[src/rtl/gls_pkg.sv]
`default_nettype none
package gls_pkg;
	localparam int COORD_W   = 18;
	localparam int ACT_W     = 2;
	localparam int CELL_W    = 8;
	localparam int CFG_IDX_W = 2;
	localparam int CFG_DW    = 9;
	localparam int SQ_IN_W   = 38;
	localparam int ROOT_W    = 19;
	localparam int POS_W     = 32;

	localparam logic [ACT_W-1:0] ACT_WRITE  = 2'd0;
	localparam logic [ACT_W-1:0] ACT_CLEAR  = 2'd1;
	localparam logic [ACT_W-1:0] ACT_TEST   = 2'd2;
	localparam logic [ACT_W-1:0] ACT_UNUSED = 2'd3;

	localparam logic [CFG_IDX_W-1:0] REG_MAP_WIDTH  = 2'd0;
	localparam logic [CFG_IDX_W-1:0] REG_MAP_HEIGHT = 2'd1;
endpackage
`default_nettype wire

[src/rtl/gls_sqrt.sv]
`default_nettype none
module gls_sqrt (
	input  wire logic                         clk,
	input  wire logic                         arst_n,
	input  wire logic                         start,
	input  wire logic [gls_pkg::SQ_IN_W-1:0]  radicand,
	output logic                              done,
	output logic      [gls_pkg::ROOT_W-1:0]   root
);
	import gls_pkg::*;

	localparam int CNT_W = $clog2(ROOT_W + 1);

	logic [SQ_IN_W-1:0] val_q;
	logic [ROOT_W:0]    rem_q;
	logic [ROOT_W-1:0]  root_q;
	logic [CNT_W-1:0]   cnt_q;
	logic               busy_q;
	logic [ROOT_W+2:0]  rem_sh;
	logic [ROOT_W+2:0]  trial;
	logic               take;

	assign rem_sh = {rem_q, val_q[SQ_IN_W-1 -: 2]};
	assign trial  = {1'b0, root_q, 2'b01};
	assign take   = rem_sh >= trial;
	assign root   = root_q;

	always_ff @(posedge clk or negedge arst_n) begin
		if (!arst_n) begin
			busy_q <= 1'b0;
			done   <= 1'b0;
			cnt_q  <= '0;
		end else begin
			done <= 1'b0;
			if (start) begin
				busy_q <= 1'b1;
				cnt_q  <= CNT_W'(ROOT_W);
			end else if (busy_q) begin
				cnt_q <= cnt_q - 1'b1;
				if (cnt_q == CNT_W'(1)) begin
					busy_q <= 1'b0;
					done   <= 1'b1;
				end
			end
		end
	end

	always_ff @(posedge clk) begin
		if (start) begin
			val_q  <= radicand;
			rem_q  <= '0;
			root_q <= '0;
		end else if (busy_q) begin
			val_q  <= {val_q[SQ_IN_W-3:0], 2'b00};
			rem_q  <= take ? (ROOT_W+1)'(rem_sh - trial) : (ROOT_W+1)'(rem_sh);
			root_q <= {root_q[ROOT_W-2:0], take};
		end
	end

	assert property (@(posedge clk) disable iff (!arst_n) start |=> busy_q && !done)
		else $error("root unit did not start");
	assert property (@(posedge clk) disable iff (!arst_n) done |-> !busy_q)
		else $error("root unit done while busy");
	assert property (@(posedge clk) disable iff (!arst_n)
		busy_q |-> cnt_q != '0 && cnt_q <= CNT_W'(ROOT_W))
		else $error("root unit count out of range");
endmodule
`default_nettype wire

[config.mk]
export PLATFORM = sky130hd
export DESIGN_NAME = gls_sqrt
export DESIGN_NICKNAME = d
export VERILOG_FILES = /design/src/rtl/gls_pkg.sv /design/src/rtl/gls_sqrt.sv
export SDC_FILE = /design/constraint.sdc
export NUM_CORES = 1
export LEC_CHECK = 0
export BUFFER_PORTS_ARGS = -buffer_cell sky130_fd_sc_hd__buf_2
export CORE_ASPECT_RATIO = 1.25
export CORE_UTILIZATION = 63
export DETAILED_ROUTE_END_ITERATION = 16
export PLACE_DENSITY = 0.86
export SYNTH_ARGS = -nofsm -noshare
export SYNTH_HDL_FRONTEND = slang
export SYNTH_SLANG_ARGS = --single-unit
[constraint.sdc]
create_clock -name clk -period 3.8 [get_ports clk]
set_clock_uncertainty 0.15 [all_clocks]
set_input_delay 0.38 -clock clk [delete_from_list [all_inputs] [get_ports clk]]
set_output_delay 0.38 -clock clk [all_outputs]
set_load 0.02 [all_outputs]
==> metrics.cfg <==
[run_status]
outcome=finished, final reports clean

[routing]
drt_wl_total_um=10230
detail-route-antenna-nets=0
drt-wirelength-per-cell_um=16.99
viasPerCell=6.068
routed-via-count=3653
drt_iter0_drc=268
drc=0
drt_first_pass_iters=4

[critical_path]
crit_fanout=32
timing_worst_setup_path_type=reg2reg
max_stage_delay_ns=0.88
ff2ff_path_depth=8
cp_num_buf_inv=1
r2r-end=rem_q[12]
crit_start=root[10]
r2r_slack_ns=0.42
crit_cells=8
reg2reg_from=root[10]
critPathArrivalTime_ns=3.49
critPathLaunchType=register
path_cells=inv_1 -> ha_1 -> nand4_4 -> nor4_1 -> nor3_2 -> a41oi_4 -> nand4_1 -> a311oi_1
crit_family=compound AO/OA/AOI/OAI gates
worst_setup_path_end_kind=register
cpMaxStageDelayCell=a41oi_4
critPathRequiredTime_ns=3.91
critical_path.endpoint=rem_q[12]

[timing]
holdWs_ns=0.1437
setup_viol=0
setup_tns_ns=0
tightest_slew_ns=1.049
rsz0062_at_grt=false
fin_crit_sh_pct=89.06
fmax_mhz=295.5
slew_violations=0
fin_crit_ns=3.384
hold_violations=0
max_slew_margin_pct=29.85

[synthesis]
synth_xor_area_share_pct=3.323
synth-simple-area-share_pct=14.79
synth_top_flop_cell=dfxtp_1
synth_compound_area_share_pct=12.45
synthAdderAreaFrac_pct=6.065
yosysWarnings=0
syn_avg_cell_area_um2=10.38
synth_seq_area_share_pct=44.20
yosys_register_bits=84
synth_edf_count=38
synth_cell_types=63
synthMuxAreaShare_pct=14.24
synth_nets=521
synthArstFlopShare_pct=8.333
syn_inst=457
synth_area_um2=4745
synth_top_family_by_area=simple AND/OR/NAND/NOR gates

[die]
ios=61
die-area_um2=7884
num_rows=35
die_y_um=99.03
core_area_um2=7313
initial_utilization_pct=64.88
die_x_um=79.62

[finish]
multi_input_area_um2=2414
seqCellArea_um2=2098
num-fill-cells=493
final_layout_size_suffix_gt1_share_pct=25.69
nNetsFinal=569
antenna_cells=0
syn_to_final_growth_pct=10.50

[clock_tree]
cts_setup_buffers=0
cts_tree=yes
htree_levels=3
clockBufferDepth=2
cts_resized=0
clock_latency_ns=0.37
cts.root.buffer_cell=clkbuf_8
clk_pin_slew_worst_paths_ns=0.09
numCtsBuffers=9
numClockSinks=84
hold_buffers=1

[grt]
grt_overflow_total=0
grt_pass1_vias=3712
grt_max_degree=42
grt_pass1_wl_um=17160
grt_antenna_before_repair=0
grt_usage_pct=28.09

[run]
maxCapViolations=0

[power]
power_density_nw_per_um2=701.3
ir_drop_mv=0.4926
power.total_w=0.003677
p_leak_nw=2.293

[place]
place.gp.congestion=1.035
port_buffers=60
hpwlAfterDp_um=7229

[min_path]
hp-class=in2reg

-- worst min path at each step --
stage | startpoint | to | slack (ns) | cells past startpoint
2_1_floorplan | arst_n | busy_q | -0.07 | 0
3_3_place_gp | arst_n | done | 0.07 | 1
3_5_place_dp | arst_n | done | 0.07 | 1
4_1_cts | radicand[0] | val_q[0] | 0.14 | 2
5_1_grt | radicand[1] | val_q[1] | 0.14 | 2
6_report | radicand[0] | val_q[0] | 0.14 | 2
-- final cells by class --
type / count / area share, %
repair buffers: 65 / 6.492
well taps: 92 / 2.196
inverters: 25 / 1.790
flip-flops and latches: 84 / 40.02
clock buffers: 9 / 2.363
multi-input cells: 320 / 46.04
clock inverters: 7 / 1.098
-- cells in the final DEF, fill, tap and decap left out, drive strengths merged, types with 3 or more instances in the layout --
cell    synthesis  routed
nand3           7       7
or3             6       6
mux2i          27      27
xor2            9       9
nand2b         12      12
a21o            5       5
nand2          25      25
a211oi          8       8
clkbuf         16       9
nor2           46      46
mux2           36      36
a311oi          7       7
a211o           3       3
a21oi          16      16
dfrtp           7       7
o21a            6       6
xnor2           9       9
nor3           11      11
inv            25      29
buf            12      64
o21ai          11      11
dfxtp          39      39
o311ai          3       3
and2            4       4
ha             23      23
or3b            3       3
edfxtp         38      38
nand4           8       8
-- metrics by stage --
step	cells	area [um2]	util [%]	setup WS [ns]
2_1_floorplan	457	4745	-	1.248
3_3_place_gp	585	5051	69.07	0.7522
3_5_place_dp	585	5051	69.07	0.5990
4_1_cts	602	5243	71.69	0.5019
5_1_grt	602	5243	71.69	0.1777
6_report	602	5243	71.69	0.4159
-- power by group --
group / switching (W) / internal, W / leakage, nW
logic: 0.00107 / 0.000819 / 1.40
registers: 0.0000927 / 0.00109 / 0.805
clock network: 0.000360 / 0.000248 / 0.0886
total: 0.00152 / 0.00216 / 2.29
-- registers in the layout (all words and copies together) (netlist names) --
signal	cells
cnt_q	5
rem_q	20
val_q	38
done	1
root	19
busy_q	1
-- logic make-up (layout without fill, tap and decap cells) --
logic type / after synthesis / after routing
buf+inv: 53 / 106
fa+ha+maj: 23 / 23
compound gates: 80 / 80
mux: 63 / 63
flops: 84 / 84
xor+xnor: 18 / 18
simple gates: 136 / 136
-- worst reg2reg max path, stage by stage (launching register included) --
cell	delay [ns]
dfxtp_1	0.38
inv_1	0.06
ha_1	0.49
nand4_4	0.17
nor4_1	0.40
nor3_2	0.09
a41oi_4	0.88
nand4_1	0.24
a311oi_1	0.40
-- cell usage after synthesis (all sizes together), types with 2 or more instances --
master  count  area share [%]
clkbuf     16             1.3
a211oi      8             1.3
a21oi      16             1.7
o221ai      2            0.37
nand3       7            0.74
xor2        9             1.7
a21o        5            0.79
dfrtp       7             3.7
inv        25             2.0
a31oi       2            0.26
or2         2            0.26
o21a        6            0.98
and2        4            0.53
nand4       8             1.4
a41oi       2            0.76
o311ai      3            0.71
or3         6            0.79
or3b        3            0.55
a311oi      7             1.3
a31o        2            0.37
nor4b       2            0.37
edfxtp     38              24
o211ai      2            0.32
o22ai       2            0.26
nand2b     12             1.6
and3        2            0.26
xnor2       9             1.7
o21ai      11             1.2
mux2i      27             5.7
buf        12             1.6
mux2       36             8.5
a211o       3            0.55
nand2      25             2.0
o31ai       2            0.32
nor2       46             3.6
dfxtp      39              16
nor3       11             1.4
ha         23             6.1
-- routing by layer --
| metal | vias to the layer above | global-route usage (%) | wire (um) |
|---|---|---|---|
| li1 | 1762 | - | - |
| met1 | 1743 | 33.25 | 4163 |
| met2 | 114 | 47.73 | 5178 |
| met3 | 34 | 6.204 | 510 |
| met4 | 0 | 13.29 | 373 |
| met5 | - | 0 | 0 |
No activity file was read; power rests on OpenSTA's default activity.
